## config.mk

```make
export PLATFORM = sky130hd
export DESIGN_NAME = dali_forward_frame_transmitter_unit
export DESIGN_NICKNAME = d
export VERILOG_FILES = /design/src/hdl/dffft_pkg.sv /design/src/hdl/dffft_front.sv /design/src/hdl/dffft_queue.sv /design/src/hdl/dffft_serializer.sv /design/src/hdl/dali_forward_frame_transmitter_unit.sv
export SDC_FILE = /design/constraint.sdc
export NUM_CORES = 1
export LEC_CHECK = 0
export ABC_AREA = 1
export BUFFER_PORTS_ARGS = -buffer_cell sky130_fd_sc_hd__buf_4
export CORE_MARGIN = 2
export CORE_UTILIZATION = 30
export CTS_BUF_LIST = sky130_fd_sc_hd__clkbuf_8 sky130_fd_sc_hd__clkbuf_16
export CTS_CLUSTER_SIZE = 20
export DETAILED_ROUTE_END_ITERATION = 10
export REMOVE_ABC_BUFFERS = 1
export SLEW_MARGIN = 20
export SYNTH_ARGS = -nofsm -noshare
export SYNTH_HDL_FRONTEND = slang
export SYNTH_HIERARCHICAL = 1
export SYNTH_SLANG_ARGS = --single-unit
```

## constraint.sdc

```tcl
create_clock -name clk -period 7.18 [get_ports clk]
set_clock_uncertainty 0.2 [all_clocks]
set_input_delay 0.359 -clock clk [delete_from_list [all_inputs] [get_ports clk]]
set_output_delay 0.359 -clock clk [all_outputs]
set_load 0.01 [all_outputs]
```

## src/hdl/dffft_pkg.sv

```systemverilog
// Shared types and constants of the DALI forward frame transmitter.
package dffft_pkg;

  // Configuration register indexes
  localparam int unsigned CFG_IW = 3;
  localparam logic [CFG_IW-1:0] CFG_POLARITY     = 3'd0;
  localparam logic [CFG_IW-1:0] CFG_LEVEL_ADDR   = 3'd1;
  localparam logic [CFG_IW-1:0] CFG_COMMAND_ADDR = 3'd2;
  localparam logic [CFG_IW-1:0] CFG_OFF_CMD      = 3'd3;
  localparam logic [CFG_IW-1:0] CFG_ON_CMD       = 3'd4;

  // Register reset values
  localparam logic [7:0] RST_LEVEL_ADDR   = 8'd254;
  localparam logic [7:0] RST_COMMAND_ADDR = 8'd255;
  localparam logic [7:0] RST_OFF_CMD      = 8'd0;
  localparam logic [7:0] RST_ON_CMD       = 8'd5;

  // Request kinds
  localparam logic KIND_RAW   = 1'b0;
  localparam logic KIND_LEVEL = 1'b1;

  // Level scaling and thresholds
  localparam logic [7:0]  PCT_MAX   = 8'd100;
  localparam logic [7:0]  LEVEL_LOW = 8'd25;
  localparam logic [7:0]  LEVEL_HI  = 8'd250;
  localparam logic [7:0]  LEVEL_OFF = 8'd0;
  localparam logic [7:0]  LEVEL_ON  = 8'd255;
  // x/100 == (x*DIV100_MUL) >> DIV100_SH for x up to 255*100
  localparam logic [12:0] DIV100_MUL = 13'd5243;
  localparam int unsigned DIV100_SH  = 19;

  // Frame serialization: start bit plus 16 data bits, two halves each, then stop
  localparam int unsigned FRAME_BITS = 17;
  localparam int unsigned FRAME_ITEMS = 2 * FRAME_BITS + 1;
  localparam int unsigned CNT_W = $clog2(FRAME_ITEMS);
  localparam logic [CNT_W-1:0] STOP_ITEM = CNT_W'(FRAME_ITEMS - 1);

  // Frame queue between front and back
  localparam int unsigned QDEPTH = 2;
  localparam int unsigned QAW = (QDEPTH > 1) ? $clog2(QDEPTH) : 1;

  typedef struct packed {
    logic [7:0] first;
    logic [7:0] second;
  } frame_t;

  typedef struct packed {
    logic full;
    logic nonempty;
  } qstat_t;

endpackage

```

## src/hdl/dffft_front.sv

```systemverilog
// Front end: configuration registers, request decoding and level tracking.
module dffft_front (
  input  logic                          clk,
  input  logic                          rst,
  input  logic                          cfg_valid,
  output logic                          cfg_ready,
  input  logic [dffft_pkg::CFG_IW-1:0]  cfg_index,
  input  logic [7:0]                    cfg_data,
  input  logic                          push,
  output logic                          full,
  input  logic                          kind,
  input  logic [7:0]                    address_byte,
  input  logic [7:0]                    data_byte,
  input  logic [7:0]                    level_percent,
  input  dffft_pkg::qstat_t             qstat,
  output logic                          q_push,
  output dffft_pkg::frame_t             q_frame,
  output logic                          polarity_inverted
);

  logic [7:0]  broadcast_level_address;
  logic [7:0]  broadcast_command_address;
  logic [7:0]  off_command;
  logic [7:0]  on_command;
  logic [7:0]  current_level;
  logic [7:0]  current_level_next;
  logic        accept;
  logic        send;
  logic [15:0] pct_x255;
  logic [28:0] prod;
  logic [7:0]  scaled;

  assign cfg_ready = 1'b1;
  assign full      = qstat.full;
  assign accept    = push && !qstat.full;

  // Configuration registers
  always_ff @(posedge clk) begin
    if (rst) begin
      polarity_inverted         <= 1'b0;
      broadcast_level_address   <= dffft_pkg::RST_LEVEL_ADDR;
      broadcast_command_address <= dffft_pkg::RST_COMMAND_ADDR;
      off_command               <= dffft_pkg::RST_OFF_CMD;
      on_command                <= dffft_pkg::RST_ON_CMD;
    end else if (cfg_valid) begin
      case (cfg_index)
        dffft_pkg::CFG_POLARITY:     polarity_inverted <= cfg_data[0];
        dffft_pkg::CFG_LEVEL_ADDR:   broadcast_level_address <= cfg_data;
        dffft_pkg::CFG_COMMAND_ADDR: broadcast_command_address <= cfg_data;
        dffft_pkg::CFG_OFF_CMD:      off_command <= cfg_data;
        dffft_pkg::CFG_ON_CMD:       on_command <= cfg_data;
        default: ;
      endcase
    end
  end

  // Percent to level: pct*255, then divide by 100 through a reciprocal
  assign pct_x255 = {level_percent, 8'd0} - {8'd0, level_percent};
  assign prod     = 29'(pct_x255) * 29'(dffft_pkg::DIV100_MUL);
  assign scaled   = prod[dffft_pkg::DIV100_SH +: 8];

  // Request classification
  always_comb begin
    send               = 1'b0;
    q_frame.first      = address_byte;
    q_frame.second     = data_byte;
    current_level_next = current_level;
    if (kind == dffft_pkg::KIND_RAW) begin
      send = 1'b1;
    end else if (level_percent <= dffft_pkg::PCT_MAX && scaled != current_level) begin
      send = 1'b1;
      if (scaled < dffft_pkg::LEVEL_LOW) begin
        q_frame.first      = broadcast_command_address;
        q_frame.second     = off_command;
        current_level_next = dffft_pkg::LEVEL_OFF;
      end else if (scaled > dffft_pkg::LEVEL_HI) begin
        q_frame.first      = broadcast_command_address;
        q_frame.second     = on_command;
        current_level_next = dffft_pkg::LEVEL_ON;
      end else begin
        q_frame.first      = broadcast_level_address;
        q_frame.second     = scaled;
        current_level_next = scaled;
      end
    end
  end

  assign q_push = accept && send;

  // Stored level
  always_ff @(posedge clk) begin
    if (rst) begin
      current_level <= 8'd0;
    end else if (accept) begin
      current_level <= current_level_next;
    end
  end

endmodule

```

## src/hdl/dffft_queue.sv

```systemverilog
// Short frame queue between request decoding and serialization.
module dffft_queue (
  input  logic              clk,
  input  logic              rst,
  input  logic              wr_en,
  input  dffft_pkg::frame_t wr_frame,
  input  logic              rd_en,
  output dffft_pkg::frame_t rd_frame,
  output dffft_pkg::qstat_t qstat
);

  dffft_pkg::frame_t          slots [dffft_pkg::QDEPTH];
  logic [dffft_pkg::QAW-1:0]  wr_ptr;
  logic [dffft_pkg::QAW-1:0]  rd_ptr;
  logic [dffft_pkg::QAW:0]    count;
  logic                       do_wr;
  logic                       do_rd;

  assign qstat.full     = (count == (dffft_pkg::QAW+1)'(dffft_pkg::QDEPTH));
  assign qstat.nonempty = (count != '0);
  assign do_wr          = wr_en && !qstat.full;
  assign do_rd          = rd_en && qstat.nonempty;
  assign rd_frame       = slots[rd_ptr];

  // Storage
  always_ff @(posedge clk) begin
    if (do_wr) begin
      slots[wr_ptr] <= wr_frame;
    end
  end

  // Pointers and fill count
  always_ff @(posedge clk) begin
    if (rst) begin
      wr_ptr <= '0;
      rd_ptr <= '0;
      count  <= '0;
    end else begin
      if (do_wr) begin
        wr_ptr <= (wr_ptr == dffft_pkg::QAW'(dffft_pkg::QDEPTH - 1)) ? '0 : wr_ptr + 1'b1;
      end
      if (do_rd) begin
        rd_ptr <= (rd_ptr == dffft_pkg::QAW'(dffft_pkg::QDEPTH - 1)) ? '0 : rd_ptr + 1'b1;
      end
      case ({do_wr, do_rd})
        2'b10:   count <= count + 1'b1;
        2'b01:   count <= count - 1'b1;
        default: ;
      endcase
    end
  end

endmodule

```

## src/hdl/dffft_serializer.sv

```systemverilog
// Back end: Manchester serializer of queued frames into half-bit results.
module dffft_serializer (
  input  logic              clk,
  input  logic              rst,
  input  logic              polarity_inverted,
  input  dffft_pkg::qstat_t qstat,
  input  dffft_pkg::frame_t q_frame,
  output logic              q_pop,
  output logic              empty,
  input  logic              pop,
  output logic              line_level,
  output logic              stop_period,
  output logic              last
);

  logic                          busy;
  logic                          out_valid;
  logic [dffft_pkg::CNT_W-1:0]   cnt;
  logic [dffft_pkg::FRAME_BITS-1:0] word;
  logic                          advance;
  logic                          at_stop;
  logic [4:0]                    bit_idx;
  logic                          bit_val;
  logic                          item_level;

  assign empty   = !out_valid;
  assign advance = !out_valid || pop;
  assign at_stop = (cnt == dffft_pkg::STOP_ITEM);
  assign q_pop   = qstat.nonempty && (!busy || (advance && at_stop));

  // Half-bit level of the current item
  assign bit_idx = 5'(dffft_pkg::FRAME_BITS - 1) - 5'(cnt[dffft_pkg::CNT_W-1:1]);
  assign bit_val = word[bit_idx];
  always_comb begin
    if (at_stop) begin
      item_level = ~polarity_inverted;
    end else begin
      item_level = (~bit_val ^ polarity_inverted) ^ cnt[0];
    end
  end

  // Frame sequencer
  always_ff @(posedge clk) begin
    if (rst) begin
      busy <= 1'b0;
      cnt  <= '0;
    end else if (q_pop) begin
      busy <= 1'b1;
      cnt  <= '0;
      word <= {1'b1, q_frame.first, q_frame.second};
    end else if (busy && advance) begin
      if (at_stop) begin
        busy <= 1'b0;
      end else begin
        cnt <= cnt + 1'b1;
      end
    end
  end

  // Output register
  always_ff @(posedge clk) begin
    if (rst) begin
      out_valid <= 1'b0;
    end else if (advance) begin
      out_valid <= busy;
    end
  end

  always_ff @(posedge clk) begin
    if (advance && busy) begin
      line_level  <= item_level;
      stop_period <= at_stop;
      last        <= at_stop;
    end
  end

endmodule

```

## src/hdl/dali_forward_frame_transmitter_unit.sv

```systemverilog
// A frame's first half-bit result passes the frame queue, the serializer's word register
// and its output register. Throughput: one result per cycle while pop is held; a frame
//   is 35 results, frames follow gap-free, set by the serializer's half-bit counter.
// Requests are taken while the two-entry frame queue has room.
// Reset (synchronous, rst high) clears queue, serializer, stored level and registers.
module dali_forward_frame_transmitter_unit (
  input  logic                         clk,
  input  logic                         rst,
  input  logic                         cfg_valid,
  output logic                         cfg_ready,
  input  logic [dffft_pkg::CFG_IW-1:0] cfg_index,
  input  logic [7:0]                   cfg_data,
  input  logic                         push,
  output logic                         full,
  input  logic                         kind,
  input  logic [7:0]                   address_byte,
  input  logic [7:0]                   data_byte,
  input  logic [7:0]                   level_percent,
  output logic                         empty,
  input  logic                         pop,
  output logic                         line_level,
  output logic                         stop_period,
  output logic                         last
);

  dffft_pkg::qstat_t qstat;
  dffft_pkg::frame_t wr_frame;
  dffft_pkg::frame_t rd_frame;
  logic              q_push;
  logic              q_pop;
  logic              polarity_inverted;

  dffft_front u_front (
    .clk               (clk),
    .rst               (rst),
    .cfg_valid         (cfg_valid),
    .cfg_ready         (cfg_ready),
    .cfg_index         (cfg_index),
    .cfg_data          (cfg_data),
    .push              (push),
    .full              (full),
    .kind              (kind),
    .address_byte      (address_byte),
    .data_byte         (data_byte),
    .level_percent     (level_percent),
    .qstat             (qstat),
    .q_push            (q_push),
    .q_frame           (wr_frame),
    .polarity_inverted (polarity_inverted)
  );

  dffft_queue u_queue (
    .clk      (clk),
    .rst      (rst),
    .wr_en    (q_push),
    .wr_frame (wr_frame),
    .rd_en    (q_pop),
    .rd_frame (rd_frame),
    .qstat    (qstat)
  );

  dffft_serializer u_ser (
    .clk               (clk),
    .rst               (rst),
    .polarity_inverted (polarity_inverted),
    .qstat             (qstat),
    .q_frame           (rd_frame),
    .q_pop             (q_pop),
    .empty             (empty),
    .pop               (pop),
    .line_level        (line_level),
    .stop_period       (stop_period),
    .last              (last)
  );

endmodule

```

==> results of run 1 <==
worst max-delay path by stage:
stage	end	cells after the start	startpoint	slack (ns)
2_1_floorplan	u_queue/slots[0][0]	29	level_percent[0]	-0.12
3_3_place_gp	u_queue/count[1]	40	level_percent[0]	-0.06
3_5_place_dp	u_queue/count[1]	39	level_percent[0]	-0.12
4_1_cts	u_queue/count[1]	41	level_percent[0]	0.21
5_1_grt	u_queue/count[1]	41	level_percent[0]	-0.0007
6_report	u_queue/count[1]	41	level_percent[0]	0.50
area by class of cell:
| type | instances | share of cell area, % |
|---|---|---|
| clock buffer | 9 | 1.97 |
| inverter | 286 | 9.37 |
| sequential | 104 | 22.5 |
| clock inverter | 7 | 0.677 |
| timing repair buffer | 87 | 6.03 |
| tap | 442 | 4.83 |
| multi-input combinational | 857 | 54.6 |
cells in the mapped netlist, drive strengths merged (4+ instances only):
| cell | n |
|---|---|
| clkbuf | 6 |
| nand3 | 76 |
| buf | 14 |
| dfxtp | 54 |
| o21a | 11 |
| fa | 70 |
| nand4 | 15 |
| nand2 | 340 |
| inv | 284 |
| mux2 | 16 |
| nand3b | 4 |
| o21ai | 29 |
| edfxtp | 50 |
| nor2 | 121 |
| ha | 105 |
| nor3 | 9 |
| a21oi | 32 |
| xor2 | 15 |
metal layers:
layer  vias to the layer above  global-route usage (%)  part of all wire, %
met5                         -                       0                    0
met4                         0                    1.86                 0.55
met3                        10                    1.66                  3.3
met2                        86                    22.7                   48
met1                      3653                    18.2                   49
li1                       4049                       -                    -
logic make-up (layout without fill, tap and decap cells):
| group | count (synthesis) | in the layout | synth area share [%] |
|---|---|---|---|
| adder cells (fa/ha/maj) | 175 | 175 | 27.3 |
| flip-flops | 104 | 104 | 26.0 |
| AO/OA/AOI/OAI | 79 | 79 | 4.53 |
| XOR/XNOR | 16 | 16 | 1.49 |
| AND/OR/NAND/NOR | 570 | 570 | 26.0 |
| other | 1 | 1 | 0.0377 |
| multiplexers | 16 | 16 | 2.19 |
| buffers and inverters | 306 | 389 | 12.5 |
worst max-delay path: cells and delay by family:
kind,cells,cell delay [ns]
adders and majority gates,8,3.15
and+or+nand+nor,20,1.79
buffers and inverters,9,0.67
AOI/OAI and AO/OA,2,0.40
xor gates and xnor gates,2,0.38
through the flow:
step                      setup TNS [ns]  utilization (%)
after floorplan                    -1.92                -
final                                  0             35.1
after global placement            -0.311             33.6
after detailed placement           -2.46             33.6
after CTS                              0             34.6
after global routing           -0.000674             35.1
flip-flops by register name (all words and copies together) (netlist names), 2 cells and up, named ones only:
signal and flops:
u_queue/slots 32, u_ser/word 16, u_front/broadcast_command_address 8, u_front/off_command 8
u_front/broadcast_level_address 8, u_queue/count 2, u_front/on_command 8, u_ser/cnt 6
u_front/current_level 8
repair_timing:
| action | CTS | global route |
|---|---|---|
| setup buffers | 0 | 6 |
| resized for setup | 0 | 32 |
| setup endpoints to repair | 0 | 67 |
| hold endpoints to repair | 0 | 0 |
==> reports/metrics.csv, run 1 <==
metric,value,unit
Final ANT Viol Nets,0,
Worst Path Max Fanout,6,
crit-path max cell delay,0.57,ns
"FF+latch count, synth",104,
HP Class,in -> reg,
top_reg_cell synth,dfxtp_1,
CP max-delay cell,fa_1,
fin. max-slew vios,0,
input/output buffers,45,
vias,7798,
Post-synth EDFFs,50,
"CTS clk-pin slew, worst paths",0.07,ns
Synth top area share,15.1,%
die width,186,microns
# IOs,47,
Tmin final,6.68,ns
CTS tree,done,
nature of the critical path endpoint,register,
Worst Path Arrival,6.77,ns
final wirelength,21700,microns
flop-to-flop setup slack,4.58,ns
yosys warns,6,
Diodes inserted,0,
dominant cells by area after synthesis,"edfxtp_1 15%, fa_1 14%, ha_1 13%",
GP Congestion,0.898,
largest net degree at the start of global routing,41,
"commonest non-fill, non-tap cell in the layout",nand2_1,
first-pass detailed-route iteration total,5,
hold depth,3,
# nets final,1561,
die footprint,34600,sq um
fin crit share,93.0,%
Worst setup SP type,input pin,
num rows,66,
hold_ws,0.0580,ns
Final Hold Viols,0,
Total Routing Usage GR,13.2,%
remaining global-route overflow,0,
"Setup violations, final",0,
storage element area,2580,sq um
Async SR Flop Fraction,0,%
Worst Max-Slew Pin Slew,1.06,ns
H-tree depth,3,
Reg2Reg Depth,13,
CTS Buf Count,9,
RR Endpoint,u_ser/line_level,
first-pass GRT wire length,36700,microns
Via density,4.35,
most frequent cells in the layout,"303 x nand2_1, 272 x inv_1, 102 x ha_1, 100 x nor2_1, 84 x buf_4",
share of cells above drive strength 1,16.2,%
final worst slack,0.500,ns
Root Driver,clkbuf_16,
Placed Area,11000,sq um
Cells after Synth,1267,
sequential area share after synthesis,26.0,%
fill count,3357,
TritonCTS Sinks,104,
multi-input logic area,6260,sq um
Post-CTS Hold Buffers,0,
Syn-to-layout area delta,15.3,%
syn avg cell area,7.84,sq um
via count of the first global-routing pass,7604,
Final HPWL DP,18000,microns
Die H,186,microns
CP most frequent cell,inv_1,
status,completed,
Final Cell Area,11500,sq um
RR Startpoint,u_ser/cnt[1],
DR DRC count,0,
Clock Path Buffers,2,
initial antenna violation count,0,
Hold Path Sink,u_front/broadcast_command_address[6],
Initial DRC Count,379,
placed cell count,1770,
Initial Utilization,30.5,%
Core ar.,32600,sq um
final std cells w/o fill,1792,
max frequency,150,MHz
Rel. slew slack,29.1,%
clk_lat worst skew,0.35,ns
Avg WL per Cell,12.1,microns
synthesized area,9940,sq um
Critical Path RT,7.27,ns
WS Path Type,in -> reg,
post-synthesis cell type count,47,
dpl ws,-0.122,ns
cell taking the most area after synthesis,edfxtp_1,
Max-Cap Viols,0,
Worst Hold Launch,cfg_data[6],
Power of run 1 is left out: the tool's default activity adds up to more than one toggle a clock period on the data nets, which glitch-free logic cannot reach.
==> inputs of run 2 (changes only) <==
- CORE_MARGIN: 2 -> not set
==> run 2 against run 1 <==
Flip-flop and latch count unchanged. Wire length down 1.9%. Worst setup slack worse by 0.057 ns. Worst hold slack better by 0.0054 ns. Largest cell class unchanged. Register-to-register slack better by 0.03 ns. Cell count down 0.28%. Fmax down 0.85%.
==> reports/metrics.csv, run 2 (synthesis gave the netlist of run 1 again) <==
metric,value,unit,change
Worst Max-Slew Pin Slew,1.10,ns,was 1.06 ns
Bufs and invs on worst path,9,,unchanged
DR DRC count,0,,unchanged
input/output buffers,45,,unchanged
"Setup violations, final",0,,unchanged
largest register by flop count,u_queue/slots,,unchanged
Final HPWL DP,17700,microns,was 18000 microns
# nets final,1556,,was 1561
Initial DRC Count,382,,was 379
TritonCTS Sinks,104,,unchanged
"CP delay by family, top",adder cells,,unchanged
Final Cell Area,11400,sq um,was 11500 sq um
via count of the first global-routing pass,7554,,was 7604
share of cells above drive strength 1,14.9,%,was 16.2%
Worst Path Max Fanout,4,,was 6
status,completed,,unchanged
"CTS clk-pin slew, worst paths",0.07,ns,about the same
CP most frequent cell,inv_1,,unchanged
H-tree depth,3,,unchanged
nature of the critical path endpoint,register,,unchanged
max frequency,148,MHz,was 150 MHz
Worst setup SP type,input pin,,unchanged
Final ANT Viol Nets,0,,unchanged
GP Congestion,0.867,,was 0.898
Initial Utilization,30.5,%,about the same
WS Path Type,in -> reg,,unchanged
fin crit share,93.8,%,was 93.0%
Via density,4.35,,about the same
top flop regs,"u_queue/slots x32, u_ser/word x16",,unchanged
Critical Path RT,7.26,ns,was 7.27 ns
die width,184,microns,was 186 microns
first-pass GRT wire length,36100,microns,was 36700 microns
Rel. slew slack,26.6,%,was 29.1%
clk_lat worst skew,0.34,ns,was 0.35 ns
crit-path max cell delay,0.57,ns,about the same
# IOs,47,,unchanged
Root Driver,clkbuf_16,,unchanged
die footprint,33900,sq um,was 34600 sq um
Total Routing Usage GR,13.2,%,about the same
num rows,66,,unchanged
Core ar.,32500,sq um,was 32600 sq um
max reg flops,32,,unchanged
largest net degree at the start of global routing,41,,unchanged
initial antenna violation count,0,,unchanged
Tmin final,6.74,ns,was 6.68 ns
CTS Buf Count,9,,unchanged
final worst slack,0.443,ns,was 0.500 ns
HP Class,in -> reg,,unchanged
vias,7770,,was 7798
Clock Path Buffers,2,,unchanged
most frequent cells in the layout,"306 x nand2_1, 273 x inv_1, 105 x nor2_1, 103 x ha_1, 80 x buf_4",,"was 303 x nand2_1, 272 x inv_1, 102 x ha_1, 100 x nor2_1, 84 x buf_4"
Avg WL per Cell,11.9,microns,was 12.1 microns
Final Hold Viols,0,,unchanged
fin. max-slew vios,0,,unchanged
Die H,184,microns,was 186 microns
Worst Path Arrival,6.81,ns,was 6.77 ns
final wirelength,21300,microns,was 21700 microns
"commonest non-fill, non-tap cell in the layout",nand2_1,,unchanged
Max-Cap Viols,0,,unchanged
Syn-to-layout area delta,14.3,%,was 15.3%
CP max-delay cell,fa_1,,unchanged
first-pass detailed-route iteration total,5,,unchanged
remaining global-route overflow,0,,unchanged
Post-CTS Hold Buffers,0,,unchanged
dpl ws,-0.0343,ns,was -0.122 ns
Diodes inserted,0,,unchanged
CTS tree,done,,unchanged
Placed Area,11000,sq um,about the same
-- run 2: cell types whose count changed in the layout (fill, tap and decap cells not counted), moves of 2 or more --
cell	change
nand2_1	+3
nor2_1	+5
nor3_2	-2
nand2_2	-3
nor2_2	-4
buf_4	-4
-- run 2: what timing repair did --
item                       in CTS  in global routing
buffers inserted                0                  1
setup endpoints to repair       0                 66
gates resized for setup         0                 19
-- run 2: final cells by class --
class,count,area [sq um]
Fill cell,3434,21200
Multi-Input combinational cell,857,6210
Sequential cell,104,2580
Inverter,286,1070
Timing Repair Buffer,82,641
Tap cell,442,553
Clock buffer,9,225
Clock inverter,7,70.1
-- run 2: path summary, 6_finish.rpt --
path                                        end  cells after the start                    from  slack, ns
min          u_front/broadcast_level_address[5]                      3             cfg_data[5]       0.06
max                            u_queue/count[1]                     40        level_percent[0]       0.44
min reg2reg              u_front/off_command[1]                      2  u_front/off_command[1]       0.25
max reg2reg                    u_ser/line_level                     13            u_ser/cnt[1]       4.61
-- run 2: per-stage QoR --
step / util (%) / TNS [ns] / hold slack [ns] / std cells
after floorplan: - / -1.92 / 0.226 / 1247
after global placement: 33.7 / -0.0114 / 0.232 / 1770
after detailed placement: 33.7 / -0.0343 / 0.244 / 1770
after CTS: 34.6 / 0 / 0.0535 / 1786
after global routing: 34.9 / -0.0367 / 0.0518 / 1787
final: 34.9 / 0 / 0.0634 / 1787
-- run 2: metal layers --
metal / GRT usage [%] / vias up / wire [microns]
met3: 1.94 / 16 / 632
met1: 18.1 / 3630 / 10500
met4: 2.03 / 0 / 177
met5: 0 / - / 0
met2: 22.4 / 93 / 9970
li1: - / 4031 / -
-- run 2: worst register-to-register path, stage by stage (launching register included) --
cell,delay [ns]
dfxtp_1,0.59
inv_1,0.28
ha_1,0.27
ha_1,0.31
inv_1,0.08
nand3_1,0.07
nand3_1,0.07
nand3_1,0.10
nand2_1,0.07
nand2_1,0.06
nand3_1,0.07
nand2_1,0.05
nand2_1,0.06
inv_1,0.04
Power of run 2 is left out for the same reason.
==> inputs of run 3 (changes only) <==
- CELL_PAD_IN_SITES_DETAIL_PLACEMENT: not set -> 0
- CELL_PAD_IN_SITES_GLOBAL_PLACEMENT: not set -> 1
- CORE_MARGIN: not set -> 2
- PLACE_DENSITY_LB_ADDON: not set -> 0.1
==> run 3 against run 2 <==
Fmax up 1.5%. Worst hold slack worse by 0.014 ns. Critical path depth down 4. Design area up 3.2%. Sequential share of layout area down 0.70 points. Critical endpoint is now u_queue/slots[1][7]. Critical path type unchanged. Register-to-register slack worse by 0.06 ns. Highest routed layer unchanged.
==> reports/metrics.csv, run 3 (synthesis gave the netlist of run 1 again) <==
metric,value,unit,change
total negative slack,0,ns,unchanged
TritonCTS Sinks,104,,unchanged
Final Cell Area,11700,sq um,was 11400 sq um
top flop regs,"u_queue/slots x32, u_ser/word x16",,unchanged
status,completed,,unchanged
Final ANT Viol Nets,0,,unchanged
num rows,66,,unchanged
Worst Path Max Fanout,18,,was 4
die footprint,34600,sq um,was 33900 sq um
Syn-to-layout area delta,17.9,%,was 14.3%
DR DRC count,0,,unchanged
CP max-delay cell,fa_1,,unchanged
Core ar.,32600,sq um,was 32500 sq um
Initial Utilization,30.5,%,about the same
"CTS clk-pin slew, worst paths",0.08,ns,was 0.07 ns
max reg flops,32,,unchanged
GP Congestion,0.803,,was 0.867
Avg WL per Cell,13.6,microns,was 11.9 microns
HP Class,in -> reg,,unchanged
"commonest non-fill, non-tap cell in the layout",nand2_1,,unchanged
Worst setup SP type,input pin,,unchanged
WS Path Type,in -> reg,,unchanged
wire length on met1,13500,microns,was 10500 microns
share of cells above drive strength 1,18.3,%,was 14.9%
remaining global-route overflow,0,,unchanged
Worst Max-Slew Pin Slew,0.940,ns,was 1.10 ns
CTS tree,done,,unchanged
H-tree depth,3,,unchanged
max frequency,151,MHz,was 148 MHz
Critical Path RT,7.07,ns,was 7.26 ns
largest register by flop count,u_queue/slots,,unchanged
dpl ws,-0.128,ns,was -0.0343 ns
final wirelength,24800,microns,was 21300 microns
CTS Buf Count,9,,unchanged
die width,186,microns,was 184 microns
Placed Area,11200,sq um,was 11000 sq um
CP most frequent cell,nand2_1,,was inv_1
Diodes inserted,0,,unchanged
Routed met2 length,10500,microns,was 9970 microns
DR WL met3,473,microns,was 632 microns
Via density,4.21,,was 4.35
# IOs,47,,unchanged
nature of the critical path endpoint,register,,unchanged
Final Hold Viols,0,,unchanged
largest net degree at the start of global routing,41,,unchanged
first-pass GRT wire length,40700,microns,was 36100 microns
clk_lat worst skew,0.35,ns,was 0.34 ns
fin. max-slew vios,0,,unchanged
Final HPWL DP,21200,microns,was 17700 microns
"Setup violations, final",0,,unchanged
initial antenna violation count,0,,unchanged
most frequent cells in the layout,"301 x nand2_1, 274 x inv_1, 116 x buf_4, 101 x nor2_1, 101 x ha_1",,"was 306 x nand2_1, 273 x inv_1, 105 x nor2_1, 103 x ha_1, 80 x buf_4"
Root Driver,clkbuf_16,,unchanged
Initial DRC Count,320,,was 382
final worst slack,0.543,ns,was 0.443 ns
hold_ws,0.0490,ns,was 0.0634 ns
Clock Path Buffers,2,,unchanged
first-pass detailed-route iteration total,5,,unchanged
fin crit share,92.4,%,was 93.8%
Die H,186,microns,was 184 microns
via count of the first global-routing pass,7799,,was 7554
Rel. slew slack,37.2,%,was 26.6%
Total Routing Usage GR,15.3,%,was 13.2%
vias,7687,,was 7770
Tmin final,6.64,ns,was 6.74 ns
crit-path max cell delay,0.54,ns,was 0.57 ns
top sig layer,met4,,unchanged
Worst Path Arrival,6.53,ns,was 6.81 ns
Post-CTS Hold Buffers,0,,unchanged
Max-Cap Viols,0,,unchanged
# nets final,1593,,was 1556
input/output buffers,45,,unchanged
-- run 3: what timing repair did --
action / 4_1_cts / 5_1_grt
buffers inserted: 0 / 3
endpoints found under the setup margin: 0 / 66
resized for setup: 0 / 37
-- run 3: per-stage QoR --
step                      util (%)  std cells
after floorplan                  -       1247
after global placement        34.5       1805
after detailed placement      34.5       1805
after CTS                     35.3       1821
after global routing          35.9       1824
final                         35.9       1824
-- run 3: final cells by class --
type,count,area [sq um]
Clock buffer,9,225
Clock inverter,7,65.1
Fill cell,3513,20900
Inverter,286,1070
Multi-Input combinational cell,857,6290
Sequential cell,104,2580
Tap cell,442,553
Timing Repair Buffer,119,931
-- run 3: worst max-delay path, delay by kind of cell --
family	cells	cell delay, ns
AND/OR/NAND/NOR	18	1.88
adder cells (fa/ha/maj)	7	2.83
XOR/XNOR	1	0.18
AO/OA/AOI/OAI	2	0.47
buffers and inverters	8	0.78
-- run 3: per-layer routing --
metal	track usage (%)	vias up
met5	0	-
met4	2.14	0
met3	2.05	15
met2	23.6	60
met1	23.0	3507
li1	-	4105
-- run 3: final timing paths --
path,startpoint,end,slack [ns],depth (start not counted)
hold reg to reg,u_front/off_command[3],u_front/off_command[3],0.25,2
hold / removal,cfg_data[1],u_front/broadcast_level_address[1],0.05,3
setup reg to reg,u_ser/cnt[1],u_ser/line_level,4.55,13
setup / recovery,level_percent[0],u_queue/slots[1][7],0.54,36
Power of run 3 is left out for the same reason.
